<file path="config.mk">
export PLATFORM = sky130hd
export DESIGN_NAME = contactor_precharge_sequencer
export DESIGN_NICKNAME = d
export VERILOG_FILES = /design/src/hdl/cps_pkg.sv /design/src/hdl/cps_step.sv /design/src/hdl/contactor_precharge_sequencer.sv
export SDC_FILE = /design/constraint.sdc
export NUM_CORES = 1
export LEC_CHECK = 0
export ABC_AREA = 1
export BUFFER_PORTS_ARGS = -buffer_cell sky130_fd_sc_hd__buf_2
export CORE_MARGIN = 2
export CORE_UTILIZATION = 39
export DETAILED_ROUTE_END_ITERATION = 16
export PLACE_DENSITY = 0.68
export SLEW_MARGIN = 30
export SYNTH_ARGS = -nofsm -noshare
export SYNTH_HDL_FRONTEND = slang
export SYNTH_SLANG_ARGS = --single-unit
export TNS_END_PERCENT = 50
</file>
<file path="constraint.sdc">
create_clock -name clk_i -period 5.75 [get_ports clk_i]
set_input_delay 0.2875 -clock clk_i [delete_from_list [all_inputs] [get_ports clk_i]]
set_output_delay 0.2875 -clock clk_i [all_outputs]
set_load 0.02 [all_outputs]
</file>
<file path="src/hdl/cps_pkg.sv">
// Shared types, constants and field layout for the contactor precharge sequencer.
`default_nettype none
package cps_pkg;

  localparam int unsigned TICK_W     = 32;
  localparam int unsigned VOLT_W     = 16;
  localparam int unsigned CFG_W      = 16;
  localparam int unsigned CFG_IDX_W  = 3;
  localparam int unsigned IN_DATA_W  = 72;
  localparam int unsigned OUT_DATA_W = 8;

  localparam int unsigned VOLTAGE_BITS_DEF = 16;
  localparam int unsigned TICK_BITS_DEF    = 32;

  localparam logic [CFG_W-1:0] CONTACTOR_TIMEOUT_RST = 16'd1000;
  localparam logic [CFG_W-1:0] PRECHARGE_MIN_RST     = 16'd1000;
  localparam logic [CFG_W-1:0] PRECHARGE_TIMEOUT_RST = 16'd5000;
  localparam logic [CFG_W-1:0] POST_DELAY_RST        = 16'd500;
  localparam logic [CFG_W-1:0] BATTERY_MIN_RST       = 16'd1000;

  // Window bounds 0.905 and 1.05 as exact integer ratios 181/200 and 21/20
  localparam int unsigned LO_NUM = 181;
  localparam int unsigned LO_DEN = 200;
  localparam int unsigned HI_NUM = 21;
  localparam int unsigned HI_DEN = 20;

  typedef enum logic [2:0] {
    PH_DISABLED  = 3'd0,
    PH_NEG_CLOSE = 3'd1,
    PH_PRECHARGE = 3'd2,
    PH_POS_CLOSE = 3'd3,
    PH_DELAY     = 3'd4,
    PH_DRIVING   = 3'd5,
    PH_FAULT     = 3'd6
  } phase_e;

  typedef enum logic [CFG_IDX_W-1:0] {
    CFG_CONTACTOR_TIMEOUT = 3'd0,
    CFG_PRECHARGE_MIN     = 3'd1,
    CFG_PRECHARGE_TIMEOUT = 3'd2,
    CFG_POST_DELAY        = 3'd3,
    CFG_BATTERY_MIN       = 3'd4
  } cfg_idx_e;

  typedef struct packed {
    logic [VOLT_W-1:0] battery_voltage;
    logic [VOLT_W-1:0] tractive_voltage;
    logic              pos_aux_closed;
    logic              neg_aux_closed;
    logic              bms_ok;
    logic              shutdown_ok;
    logic [TICK_W-1:0] now_ms;
  } sample_t;

  typedef struct packed {
    logic [CFG_W-1:0] contactor_timeout_ms;
    logic [CFG_W-1:0] precharge_min_ms;
    logic [CFG_W-1:0] precharge_timeout_ms;
    logic [CFG_W-1:0] post_delay_ms;
    logic [CFG_W-1:0] battery_min_voltage;
  } cfg_t;

  typedef struct packed {
    phase_e next_phase;
    logic   pos_contactor_enable;
    logic   neg_contactor_enable;
    logic   precharge_enable;
  } result_t;

endpackage
`default_nettype wire

</file>
<file path="src/hdl/cps_step.sv">
// Next-phase decision and enable decode for one sample.
`default_nettype none
module cps_step #(
  parameter int unsigned VOLTAGE_BITS = cps_pkg::VOLTAGE_BITS_DEF,
  parameter int unsigned TICK_BITS    = cps_pkg::TICK_BITS_DEF
) (
  input  cps_pkg::phase_e         cur_i,
  input  logic [TICK_BITS-1:0]    entry_i,
  input  cps_pkg::sample_t        smp_i,
  input  cps_pkg::cfg_t           cfg_i,
  output cps_pkg::result_t        res_o
);
  import cps_pkg::*;

  localparam int unsigned VW = (VOLTAGE_BITS < VOLT_W) ? VOLTAGE_BITS : VOLT_W;
  localparam int unsigned PW = VW + 8;

  logic [TICK_BITS-1:0] now;
  logic [VW-1:0]        ts;
  logic [VW-1:0]        bat;
  logic                 ok;
  logic                 both_aux;
  logic [CFG_W-1:0]     lim_a;
  logic [TICK_BITS-1:0] sum_a;
  logic [TICK_BITS-1:0] sum_b;
  logic                 exp_a;
  logic                 exp_b;
  logic [PW-1:0]        ts_lo;
  logic [PW-1:0]        bat_lo;
  logic [PW-1:0]        ts_hi;
  logic [PW-1:0]        bat_hi;
  logic                 in_window;
  phase_e               nxt;

  assign now      = smp_i.now_ms[TICK_BITS-1:0];
  assign ts       = smp_i.tractive_voltage[VW-1:0];
  assign bat      = smp_i.battery_voltage[VW-1:0];
  assign ok       = smp_i.shutdown_ok & smp_i.bms_ok;
  assign both_aux = smp_i.neg_aux_closed & smp_i.pos_aux_closed;

  // One shared deadline per phase, plus the precharge timeout
  always_comb begin
    case (cur_i)
      PH_PRECHARGE: lim_a = cfg_i.precharge_min_ms;
      PH_DELAY:     lim_a = cfg_i.post_delay_ms;
      default:      lim_a = cfg_i.contactor_timeout_ms;
    endcase
  end

  // deadlines wrap at the tick width
  assign sum_a = entry_i + TICK_BITS'(lim_a);
  assign sum_b = entry_i + TICK_BITS'(cfg_i.precharge_timeout_ms);
  assign exp_a = now > sum_a;
  assign exp_b = now > sum_b;

  assign ts_lo  = PW'(ts)  * PW'(LO_DEN);
  assign bat_lo = PW'(bat) * PW'(LO_NUM);
  assign ts_hi  = PW'(ts)  * PW'(HI_DEN);
  assign bat_hi = PW'(bat) * PW'(HI_NUM);
  assign in_window = (ts_lo > bat_lo) && (ts_hi < bat_hi) &&
                     (CFG_W'(bat) > cfg_i.battery_min_voltage);

  always_comb begin
    nxt = cur_i;
    case (cur_i)
      PH_DISABLED: begin
        if (ok) nxt = PH_NEG_CLOSE;
      end
      PH_NEG_CLOSE: begin
        if (!ok)                      nxt = PH_DISABLED;
        else if (smp_i.neg_aux_closed) nxt = PH_PRECHARGE;
        else if (exp_a)               nxt = PH_FAULT;
      end
      PH_PRECHARGE: begin
        if (!ok)                     nxt = PH_DISABLED;
        else if (in_window && exp_a) nxt = PH_POS_CLOSE;
        else if (exp_b)              nxt = PH_FAULT;
      end
      PH_POS_CLOSE: begin
        if (!ok)                      nxt = PH_DISABLED;
        else if (smp_i.pos_aux_closed) nxt = PH_DELAY;
        else if (exp_a)               nxt = PH_FAULT;
      end
      PH_DELAY: begin
        if (!ok)            nxt = PH_DISABLED;
        else if (exp_a)     nxt = PH_DRIVING;
        else if (!both_aux) nxt = PH_FAULT;
      end
      PH_DRIVING: begin
        if (!ok)            nxt = PH_DISABLED;
        else if (!both_aux) nxt = PH_FAULT;
      end
      default: nxt = cur_i;
    endcase
  end

  always_comb begin
    res_o.next_phase           = nxt;
    res_o.precharge_enable     = (cur_i == PH_PRECHARGE) || (cur_i == PH_POS_CLOSE);
    res_o.neg_contactor_enable = cur_i inside {[PH_NEG_CLOSE:PH_DRIVING]};
    res_o.pos_contactor_enable = cur_i inside {[PH_POS_CLOSE:PH_DRIVING]};
  end

endmodule
`default_nettype wire

</file>
<file path="src/hdl/contactor_precharge_sequencer.sv">
// Contactor precharge sequencer: sample register, phase state and result register.
// An accepted item waits in the sample register; its result then moves to the result
// register that drives the output. Throughput: one item per cycle when the output is
// not stalled; the phase register closes its update loop through the step logic,
// so back-to-back samples see each update. Reset (async, active low): phase disabled,
// entry tick 0, registers at defaults, both pipeline registers empty.
`default_nettype none
module contactor_precharge_sequencer #(
  parameter int unsigned VOLTAGE_BITS = cps_pkg::VOLTAGE_BITS_DEF,
  parameter int unsigned TICK_BITS    = cps_pkg::TICK_BITS_DEF
) (
  input  logic                            clk_i,
  input  logic                            rst_ni,
  input  logic                            s_axis_tvalid,
  output logic                            s_axis_tready,
  // now_ms[31:0], shutdown_ok[32], bms_ok[33], neg_aux_closed[34],
  // pos_aux_closed[35], tractive_voltage[51:36], battery_voltage[67:52], zero pad
  input  logic [cps_pkg::IN_DATA_W-1:0]   s_axis_tdata,
  output logic                            m_axis_tvalid,
  input  logic                            m_axis_tready,
  // precharge_enable[0], neg_contactor_enable[1], pos_contactor_enable[2],
  // next_phase[5:3], zero pad
  output logic [cps_pkg::OUT_DATA_W-1:0]  m_axis_tdata,
  input  logic                            cfg_we_i,
  input  logic [cps_pkg::CFG_IDX_W-1:0]   cfg_idx_i,
  input  logic [cps_pkg::CFG_W-1:0]       cfg_data_i
);
  import cps_pkg::*;

  cfg_t                 cfg_q;
  sample_t              smp_q;
  logic                 smp_vld_q;
  result_t              res_d;
  result_t              res_q;
  logic                 res_vld_q;
  phase_e               phase_q;
  logic [TICK_BITS-1:0] entry_q;
  logic                 out_free;
  logic                 advance;

  assign out_free      = !res_vld_q || m_axis_tready;
  assign advance       = smp_vld_q && out_free;
  assign s_axis_tready = !smp_vld_q || out_free;

  cps_step #(
    .VOLTAGE_BITS (VOLTAGE_BITS),
    .TICK_BITS    (TICK_BITS)
  ) u_step (
    .cur_i   (phase_q),
    .entry_i (entry_q),
    .smp_i   (smp_q),
    .cfg_i   (cfg_q),
    .res_o   (res_d)
  );

  always_ff @(posedge clk_i or negedge rst_ni) begin
    if (!rst_ni) begin
      cfg_q.contactor_timeout_ms <= CONTACTOR_TIMEOUT_RST;
      cfg_q.precharge_min_ms     <= PRECHARGE_MIN_RST;
      cfg_q.precharge_timeout_ms <= PRECHARGE_TIMEOUT_RST;
      cfg_q.post_delay_ms        <= POST_DELAY_RST;
      cfg_q.battery_min_voltage  <= BATTERY_MIN_RST;
    end else if (cfg_we_i) begin
      case (cfg_idx_i)
        CFG_CONTACTOR_TIMEOUT: cfg_q.contactor_timeout_ms <= cfg_data_i;
        CFG_PRECHARGE_MIN:     cfg_q.precharge_min_ms     <= cfg_data_i;
        CFG_PRECHARGE_TIMEOUT: cfg_q.precharge_timeout_ms <= cfg_data_i;
        CFG_POST_DELAY:        cfg_q.post_delay_ms        <= cfg_data_i;
        CFG_BATTERY_MIN:       cfg_q.battery_min_voltage  <= cfg_data_i;
        default: ;
      endcase
    end
  end

  always_ff @(posedge clk_i or negedge rst_ni) begin
    if (!rst_ni) begin
      smp_vld_q <= 1'b0;
      res_vld_q <= 1'b0;
      phase_q   <= PH_DISABLED;
      entry_q   <= '0;
    end else begin
      if (s_axis_tready) smp_vld_q <= s_axis_tvalid;
      if (out_free)      res_vld_q <= smp_vld_q;
      if (advance && (res_d.next_phase != phase_q)) begin
        phase_q <= res_d.next_phase;
        entry_q <= smp_q.now_ms[TICK_BITS-1:0];
      end
    end
  end

  // Payload registers
  always_ff @(posedge clk_i) begin
    if (s_axis_tready && s_axis_tvalid) smp_q <= sample_t'(s_axis_tdata[$bits(sample_t)-1:0]);
    if (advance)                        res_q <= res_d;
  end

  assign m_axis_tvalid = res_vld_q;
  assign m_axis_tdata  = OUT_DATA_W'(res_q);

`ifndef SYNTHESIS
  a_fault_latched: assert property (@(posedge clk_i) disable iff (!rst_ni)
    phase_q == PH_FAULT |=> phase_q == PH_FAULT)
    else $error("fault phase left without reset");

  a_entry_on_change: assert property (@(posedge clk_i) disable iff (!rst_ni)
    !$stable(entry_q) |-> !$stable(phase_q))
    else $error("entry tick moved without a phase change");

  a_ready_only_on_stall: assert property (@(posedge clk_i) disable iff (!rst_ni)
    !s_axis_tready |-> (m_axis_tvalid && !m_axis_tready))
    else $error("input held off while output free");

  a_pos_needs_neg: assert property (@(posedge clk_i) disable iff (!rst_ni)
    (m_axis_tvalid && res_q.pos_contactor_enable) |-> res_q.neg_contactor_enable)
    else $error("positive contactor enabled without negative");
`endif

endmodule
`default_nettype wire

</file>
== Yosys cells after proc, flatten, opt, wreduce, memory -nomap -nowiden ==
Index checks and enable logic that the tools add are counted.
Cells by class
  $add $sub $neg: 2
  $mul: 4
  div/mod/pow operators: 0
  order comparisons: 8
  eq/ne operators: 10
  shift-type cells: 0
  mux-type cells: 15
  bitwise gates (word level): 2
  reductions and logical operators: 20
Operator list (number)
  $add A32 B16 Y32: 2
  $gt A32 B32 Y1: 2
  $mul A16 B5 Y21 const B: 2
  $mux W3: 13
  $pmux W16 S2: 1
  $gt A24 B24 Y1: 1
  $mul A16 B8 Y24 const B: 1
  $lt A21 B21 Y1: 1
  $mul A16 B3 Y19 const B: 1
  $pmux W3 S6: 1
  $gt A16 B16 Y1: 1
  $eq A3 B2 Y1 const B: 4
  $reduce_and A2 Y1: 5
  $eq A3 B3 Y1 const B: 3
  $logic_and A1 B1 Y1: 8
  $eq A3 B1 Y1 const B: 2
  $logic_not A3 Y1: 2
  $ge A3 B1 Y1 const B: 1
  $ge A3 B2 Y1 const B: 1
  $le A3 B3 Y1 const B: 1
  $logic_or A1 B1 Y1: 3
  $ne A3 B3 Y1: 1
  $and A1 B1 Y1: 2
  $logic_not A1 Y1: 2
Word-level totals
  register bits after elaboration: 191
  latch bits: 0
  bits in writable memories: 0
  bits in read-only memories: 0
  input port bits: 96
  output and inout bits: 10
  word-level logic and storage cells: 81
  memories: 0

== Depth between registers and ports, before layout ==
Gate-level depths: netlist (run 1).
  depth after elaboration: 10
  mapped depth: 47
  mapped depth without buffers: 44

== By module ==
A second synthesis (run 1) with hierarchy kept.
Second synthesis, totals
  cell total of the unflattened synthesis: 2178
  area total of the unflattened synthesis: 18161.2 µm²
By module, submodules not included
  cps_step: instances 1, cells each 1647, area each 11472.3 µm², sequential area each 0.0 µm²
  contactor_precharge_sequencer: instances 1, cells each 531, area each 6688.9 µm², sequential area each 5186.2 µm²

== Worst setup path after synthesis (run 1) ==
Ideal clock, no wire load.
  path type: reg-to-reg
  start point: reg smp_q[59] (netlist name)
  end point: reg entry_q[1]
  setup time: 0.118 ns
  arrival time: 6.017 ns
  required time: 5.632 ns
  slack: -0.385 ns
  stages on the path, launching flop included: 40
  path buffers: 1
  period minus slack after synthesis: 6.135 ns
  cell sequence: edfxtp_1 ha_1 inv_1 fa_1 inv_1 fa_1 inv_1 fa_1 inv_1 ha_1 a21oi_1 o21ai_0 a21oi_1 o21ai_1 a21boi_2 o21ai_0 a21boi_0 nor2_1 [... 4 more ...] ha_1 nand2_1 nor2_1 nand2_1 nor2_1 o21a_1 nor2_1 nor2_1 nand2_1 nand2_1 nand2_1 nand3_1 nand2_1 nor2_4 nand3_4 buf_2 nand3_1 nand2_1
Between the ends
  longest elaborated chain between the ends: 10
  elaborated cells on any way between the ends: 13
  those cells by class: mul (2); order compare (3); eq/ne (1); mux (3); reduce/logical (4)
Ends and longest elaborated chain
  start: declaration: RTL line contactor_precharge_sequencer.sv:31  | sample_t smp_q;
  start signal: assignment: RTL line contactor_precharge_sequencer.sv:93  | if (s_axis_tready && s_axis_tvalid) smp_q <= sample_t'(s_axis_tdata[$bits(sample_t)-1:0]);
  $mul A16 B8 Y24 or $mul A16 B5 Y21 (tied branches): RTL line cps_step.sv:57, cps_step.sv:59
  $gt A24 B24 Y1 or $lt A21 B21 Y1 (tied branches): RTL line cps_step.sv:60  | assign in_window = (ts_lo > bat_lo) && (ts_hi < bat_hi) &&
  $logic_and A1 B1 Y1: RTL line cps_step.sv:60
  $logic_and A1 B1 Y1 (*): RTL line cps_step.sv:60
  $logic_and A1 B1 Y1 (*): RTL line cps_step.sv:76  | else if (in_window && exp_a) nxt = PH_POS_CLOSE;
  $mux W3 (*): RTL line cps_step.sv:76
  $mux W3 (*): RTL line cps_step.sv:75  | if (!ok) nxt = PH_DISABLED;
  $pmux W3 S6 (*): RTL line cps_step.sv:65  | case (cur_i)
  $ne A3 B3 Y1 (*): RTL line contactor_precharge_sequencer.sv:84  | if (advance && (res_d.next_phase != phase_q)) begin
  $logic_and A1 B1 Y1 (*): RTL line contactor_precharge_sequencer.sv:84
  end signal: assignment: RTL line contactor_precharge_sequencer.sv:86  | entry_q <= smp_q.now_ms[TICK_BITS-1:0];
  end: declaration: RTL line contactor_precharge_sequencer.sv:37  | logic [TICK_BITS-1:0] entry_q;
Mark *: on every way between the ends. The rest lies on a longest branch, timed or not.
A chain may end at the register's enable or synchronous reset.

== Worst setup path after layout (run 1) ==
  start point: reg smp_q[57] (netlist name)
  end point: reg entry_q[19]
The elaborated chain is that of the path after synthesis.

==> run_results.csv, run 1 <==
group,metric,value,unit
worst_setup_path,crit_family,"adder cells",
yosys,avgSynthCellArea,8.36,µm²
placed_design,hpwl,35000,µm
run,drv_cap,0,
detailed_routing,avgRoutedWirePerCell,14.8,µm
die,die_y,217,µm
die,die_width,217,µm
sta,drv_slew,0,
die,num_io_pins,106,
detailed_routing,firstDrtPassIters,5,
yosys,ys_warn_count,0,
clocking,clock_sinks,191,
sta,finalCritPeriodShare,1.09,
sta,worst_slew_pin_slew,0.761,ns
die,design.die.area,47200,µm²
worst_setup_path,critPathBufInv,5,
sta,fmax,160,MHz
finish,final_common_cell,"nand2_1",
clocking,insertion_delay,0.47,ns
power_and_ir_drop,pwr-share-clk,0.128,
placed_design,gp_congestion,0.875,
clocking,cts_buffer_depth,2,
yosys,synthTopCellsByArea,"ha_1 23%, edfxtp_1 13%, dfrtp_1 12%",
die,rows,78,
clocking,path_clk_slew,0.08,ns
sta,setup_viol,35,
clocking,cts_buffers,17,
power_and_ir_drop,combPwrFrac,0.670,
clocking,htreeDepth,4,
sta,rsz0062_at_grt,"true",
global_routing,grt_use_total,0.197,
global_routing,grt_antenna_before_repair,0,
placed_design,io_buffer_count,99,
detailed_routing,vias_per_cell,4.94,
sta,fin_crit,6.26,ns
yosys,synth_top_area_cell,"ha_1",
sta,hold_viol,0,
sta,fin_skew,0.0241,ns
yosys,synth.ff_latch_count,191,
worst_setup_path,cp.depth,42,
worst_setup_path,crit_path_frequent_cell,"nand2_1",
yosys,synth_edf_count,74,
clocking,tritoncts,"done",
global_routing,grt_pass1_wl,74800,µm
detailed_routing,wl,44700,µm
sta,fin_ws,-0.511,ns
detailed_routing,drtIter0Drc,742,
worst_setup_path,cp-end-kind,"register",
sta,setup_tns,-15.72,ns
worst_setup_path,crit_slowest_cell,"fa_1",
worst_setup_path,critPathRequiredTime,6.14,ns
worst_setup_path,path_class,"reg -> reg",
yosys,yosysSeqAreaShare,0.292,
power_and_ir_drop,p_leak,11.0,nW
yosys,synth_flop_cell,"dfrtp_1",
finish,antenna_cells,0,
die,core_area,45100,µm²
worst_setup_path,cp_data_arrival_time,6.65,ns
min_path,hp-class,"in -> reg",
sta,max_slew_margin,0.488,
power_and_ir_drop,internal_power,5.36,mW
global_routing,grt_overflow_total,0,
finish,final_cell_mix,"450 x nand2_1, 317 x inv_1, 308 x ha_1",
global_routing,grt_pass1_vias,15500,
finish,fin_nets,2889,
detailed_routing,via_count,14900,
yosys,syn_area,17700,µm²
die,start_util,0.393,
power_and_ir_drop,power_density,456,nW/µm²
worst_setup_path,worst-r2r-cell-count,42,
power_and_ir_drop,switchingPower,4.52,mW
worst_setup_path,worstSetupStartpointType,"register",
finish,drive_above_1_share,0.172,
power_and_ir_drop,netSwitchingFraction,0.458,
power_and_ir_drop,ir_drop,0.306,mV
power_and_ir_drop,power_frac_seq,0.202,
status,violations,"setup timing",
yosys,yosysTopAreaCellShare,0.228,
worst_setup_path,slowest_delay,0.56,ns
worst_setup_path,crit_path_max_fanout,6,
clocking,clockRootBuffer,"clkbuf_16",
sta,hold_ws,0.0176,ns
detailed_routing,ant_nets,0,
yosys,synth_cells,2122,
detailed_routing,drc,0,
min_path,holdPathStages,1,
yosys,async_flop_share,0.613,
global_routing,grt_start_max_net_pins,69,
yosys,synthDistinctLibCells,55,
status,status,"finished with violations",
finish,syn_to_final_growth,22.3,%
worst register-to-register path: cells and delay by family (launching register included):
family,cells,cell delay (ns)
buffers and inverters,5,0.34
AO/OA/AOI/OAI,8,1.05
adder cells (fa/ha/maj),6,2.46
flip-flops,1,0.49
AND/OR/NAND/NOR,23,1.85
flip-flops by register name (all words and copies together), names as in the netlist:
signal         count
m_axis_tvalid      1
cfg_q             80
m_axis_tdata       6
entry_q           32
phase_q            3
smp_vld_q          1
smp_q             68
cell families after synthesis:
family | count (synthesis) | synth area share
and+or+nand+nor | 713 | 0.165
adders and majority gates | 382 | 0.294
buffers and inverters | 363 | 0.0789
AOI/OAI and AO/OA | 346 | 0.106
DFF | 191 | 0.292
xor gates and xnor gates | 123 | 0.0607
muxes | 3 | 0.00183
other | 1 | 0.000211
synth_stat cells (5+ instances only):
| cell | count |
|---|---|
| edfxtp_1 | 74 |
| buf_2 | 5 |
| nor4_1 | 6 |
| o21bai_1 | 6 |
| inv_1 | 326 |
| o21ai_0 | 123 |
| ha_1 | 323 |
| nand4_1 | 17 |
| nor3_1 | 14 |
| fa_1 | 59 |
| clkbuf_1 | 24 |
| xnor2_1 | 32 |
| nor2_1 | 95 |
| a31oi_1 | 5 |
| dfrtp_1 | 88 |
| nand3_1 | 83 |
| a21oi_1 | 159 |
| dfstp_2 | 29 |
| o21a_1 | 11 |
| o21ai_1 | 10 |
| xor2_1 | 91 |
| nand2_1 | 479 |
worst paths after layout:
path | from | endpoint | slack, ns
worst max-delay path | smp_q[57] | entry_q[19] | -0.51
worst min-delay path | s_axis_tdata[36] | smp_q[36] | 0.02
min in group asynchronous | rst_ni | entry_q[24] | 0.40
worst max register to register | smp_q[57] | entry_q[19] | -0.51
max in group asynchronous | rst_ni | cfg_q[26] | 4.23
worst min register to register | cfg_q[29] | cfg_q[29] | 0.49
metrics by stage:
| step | utilization | std cells | setup slack (ns) | instance area (µm²) | total power [mW] |
|---|---|---|---|---|---|
| after floorplan | - | 2123 | -0.0662 | 17800 | 6.26 |
| after global placement | 0.442 | 2915 | -0.391 | 19900 | 7.86 |
| after detailed placement | 0.442 | 2915 | -0.566 | 19900 | 8.10 |
| after CTS | 0.476 | 3020 | -0.359 | 21400 | 9.67 |
| after global routing | 0.481 | 3024 | -0.856 | 21700 | 10.9 |
| final | 0.481 | 3024 | -0.511 | 21700 | 9.88 |
metal layers:
layer	GRT usage	vias to the layer above	wire [µm]
li1	-	7567	-
met1	0.238	7091	19900
met2	0.364	224	22800
met3	0.0271	59	1180
met4	0.0537	0	859
met5	0	-	0
power by group through the flow:
stage / registers (mW) / logic, mW / clock network [mW]
after floorplan: 1.92 / 4.35 / 0
after global placement: 2.00 / 5.86 / 0
after detailed placement: 2.00 / 6.09 / 0
after CTS: 1.98 / 6.39 / 1.30
after global routing: 2.03 / 7.57 / 1.33
final: 2.00 / 6.62 / 1.26
final cells by class:
class | instances | area (µm²)
Fill cell | 4239 | 23400
Sequential cell | 191 | 5190
Tap cell | 600 | 751
Timing Repair Buffer | 304 | 2270
Multi-Input combinational cell | 1569 | 11600
Clock buffer | 18 | 429
Clock inverter | 14 | 174
Inverter | 328 | 1230
repair_timing:
item | CTS | global route
endpoints found under the hold margin | 121 | 0
setup buffers | 12 | 4
pin swaps | 36 | 31
setup endpoints to repair | 36 | 38
gates resized for setup | 32 | 53
hold buffers | 59 | 0
gates cloned | 3 | 0
Power figures use the tool's default switching activity.
==> run 2: changes to the inputs <==
--- a/config.mk
+++ b/config.mk
@@ -10,7 +10,8 @@
 export CORE_MARGIN = 2
 export CORE_UTILIZATION = 39
 export DETAILED_ROUTE_END_ITERATION = 16
-export PLACE_DENSITY = 0.68
+export HOLD_SLACK_MARGIN = 0.15
+export PLACE_DENSITY = 0.66
 export SLEW_MARGIN = 30
 export SYNTH_ARGS = -nofsm -noshare
 export SYNTH_HDL_FRONTEND = slang
==> constraint.sdc (replaced) <==
create_clock -name clk_i -period 6 [get_ports clk_i]
set_input_delay 0.3 -clock clk_i [delete_from_list [all_inputs] [get_ports clk_i]]
set_output_delay 0.3 -clock clk_i [all_outputs]
set_load 0.02 [all_outputs]
==> run 2 against run 1 <==
Highest routed layer unchanged. Largest power group unchanged. Hold slack improved by 0.18 ns. Die area did not move. Sequential share of layout area increased by 0.14 points. Final area decreased by 0.54%. Critical path type unchanged. Critical endpoint is now entry_q[11]. The run still ends with setup timing left. Largest cell class unchanged.
==> run_results.csv, run 2 (synthesis gave the netlist of run 1 again) <==
group,metric,value,unit
worst_setup_path,slowest_delay,0.54,ns
finish,drive_above_1_share,0.160,
worst_setup_path,worstSetupStartpointType,"register",
worst_setup_path,crit_path_max_fanout,6,
global_routing,grt_use_total,0.197,
clocking,tritoncts,"done",
detailed_routing,via_count,14900,
worst_setup_path,cp_data_arrival_time,6.63,ns
detailed_routing,wl,44800,µm
worst_setup_path,crit_start,"smp_q[56]",
detailed_routing,firstDrtPassIters,5,
sta,drv_slew,0,
run,drv_cap,0,
finish,syn_to_final_growth,21.6,%
clocking,clockRootBuffer,"clkbuf_16",
global_routing,grt_overflow_total,0,
finish,final_common_cell,"nand2_1",
placed_design,io_buffer_count,99,
finish,design_area,21600,µm²
detailed_routing,drc,0,
clocking,cts_buffer_depth,2,
sta,finalCritPeriodShare,1.03,
die,die_y,217,µm
die,core_area,45100,µm²
detailed_routing,avgRoutedWirePerCell,14.9,µm
placed_design,place_inst,2879,
clocking,cts_buffers,17,
sta,fin_crit,6.20,ns
power_and_ir_drop,p_leak,10.9,nW
die,rows,78,
worst_setup_path,critPathBufInv,8,
finish,final_cell_mix,"440 x nand2_1, 317 x inv_1, 308 x ha_1",
die,num_io_pins,106,
die,start_util,0.393,
placed_design,gp_congestion,0.873,
min_path,hp-class,"in -> reg",
worst_setup_path,crit_path_frequent_cell,"nand2_1",
worst_setup_path,crit_slowest_cell,"fa_1",
finish,reg_top3,"cfg_q (80), smp_q (68), entry_q (32)",
finish,largest-register,"cfg_q",
clocking,htreeDepth,4,
global_routing,grt_pass1_vias,15400,
min_path,hp-start,"cfg_data_i[10]",
sta,setup_tns,-5.80,ns
worst_setup_path,crit_family,"adder cells",
sta,fin_skew,0.0129,ns
finish,largest_register_ffs,80,
sta,setup_viol,32,
sta,fin_ws,-0.204,ns
sta,max_slew_margin,0.476,
sta,rsz0062_at_grt,"true",
clocking,insertion_delay,0.49,ns
detailed_routing,drtIter0Drc,875,
sta,fmax,161,MHz
placed_design,hpwl,34700,µm
power_and_ir_drop,power_density,427,nW/µm²
status,status,"finished with violations",
finish,fin_nets,2872,
worst_setup_path,critPathRequiredTime,6.43,ns
finish,antenna_cells,0,
global_routing,grt_start_max_net_pins,69,
status,violations,"setup timing",
placed_design,placed_area,19600,µm²
die,design.die.area,47200,µm²
power_and_ir_drop,ir_drop,0.290,mV
finish,instances_no_fill,3007,
detailed_routing,vias_per_cell,4.94,
clocking,path_clk_slew,0.07,ns
clocking,clock_sinks,191,
detailed_routing,ant_nets,0,
die,die_width,217,µm
worst_setup_path,path_class,"reg -> reg",
global_routing,grt_pass1_wl,73800,µm
worst_setup_path,cp-end-kind,"register",
sta,hold_viol,0,
worst_setup_path,r2r_start,"smp_q[56]",
global_routing,grt_antenna_before_repair,0,
sta,worst_slew_pin_slew,0.786,ns
run 2: cell types whose count changed in the layout (fill, tap and decap cells not counted), sizes merged:
cell and change:
dlygate4sd3 +20, buf -37, clkinv +2, clkbuf +2, clkinvlp -2, bufinv -2
run 2: through the flow:
stage / power, mW / util / hold slack, ns / worst slack, ns
final: 9.22 / 0.478 / 0.194 / -0.204
after global routing: 10.2 / 0.478 / 0.186 / -0.481
after CTS: 9.06 / 0.473 / 0.151 / -0.231
after detailed placement: 7.56 / 0.434 / 0.415 / -0.388
after global placement: 7.34 / 0.434 / 0.403 / -0.227
after floorplan: 5.94 / - / 0.00441 / 0.00833
run 2: final timing paths:
| check | endpoint | slack [ns] | cells after the start |
|---|---|---|---|
| min reg2reg | cfg_q[12] | 0.49 | 2 |
| max | entry_q[11] | -0.20 | 40 |
| min | cfg_q[58] | 0.19 | 3 |
| max in group asynchronous | cfg_q[30] | 4.30 | 3 |
| max reg2reg | entry_q[11] | -0.20 | 40 |
| min in group asynchronous | entry_q[24] | 0.41 | 2 |
run 2: area by class of cell:
type	instances	area (µm²)
Fill cell	4312	23500
Multi-Input combinational cell	1569	11600
Sequential cell	191	5190
Timing Repair Buffer	287	2230
Inverter	328	1230
Tap cell	600	751
Clock buffer	20	437
Clock inverter	12	124
run 2: repair_timing:
item,CTS,global route
resized for setup,51,55
buffers inserted,13,1
pin swaps,39,40
hold buffers,79,0
endpoints found under the hold margin,143,0
endpoints found under the setup margin,35,38
cloned,4,0
run 2: worst register-to-register path: cells and delay by family, from the launching register on:
kind	cells	cell delay (ns)
AND/OR/NAND/NOR	20	1.79
XOR/XNOR	1	0.14
buffers and inverters	8	0.66
adder cells (fa/ha/maj)	6	2.45
AO/OA/AOI/OAI	5	0.62
flip-flops	1	0.51
run 2: metal layers:
layer  vias up  share of wire  GRT usage
met5         -              0          0
met4         0          0.029     0.0772
met3        74          0.038     0.0347
met2       310           0.50      0.354
met1      6961           0.44      0.231
li1       7522              -          -
run 2: power by group:
part	total (mW)	internal, mW	switching (mW)
sequential	1.92	1.65	0.269
combinational	6.18	2.75	3.43
clock	1.12	0.549	0.574
total	9.22	4.95	4.27
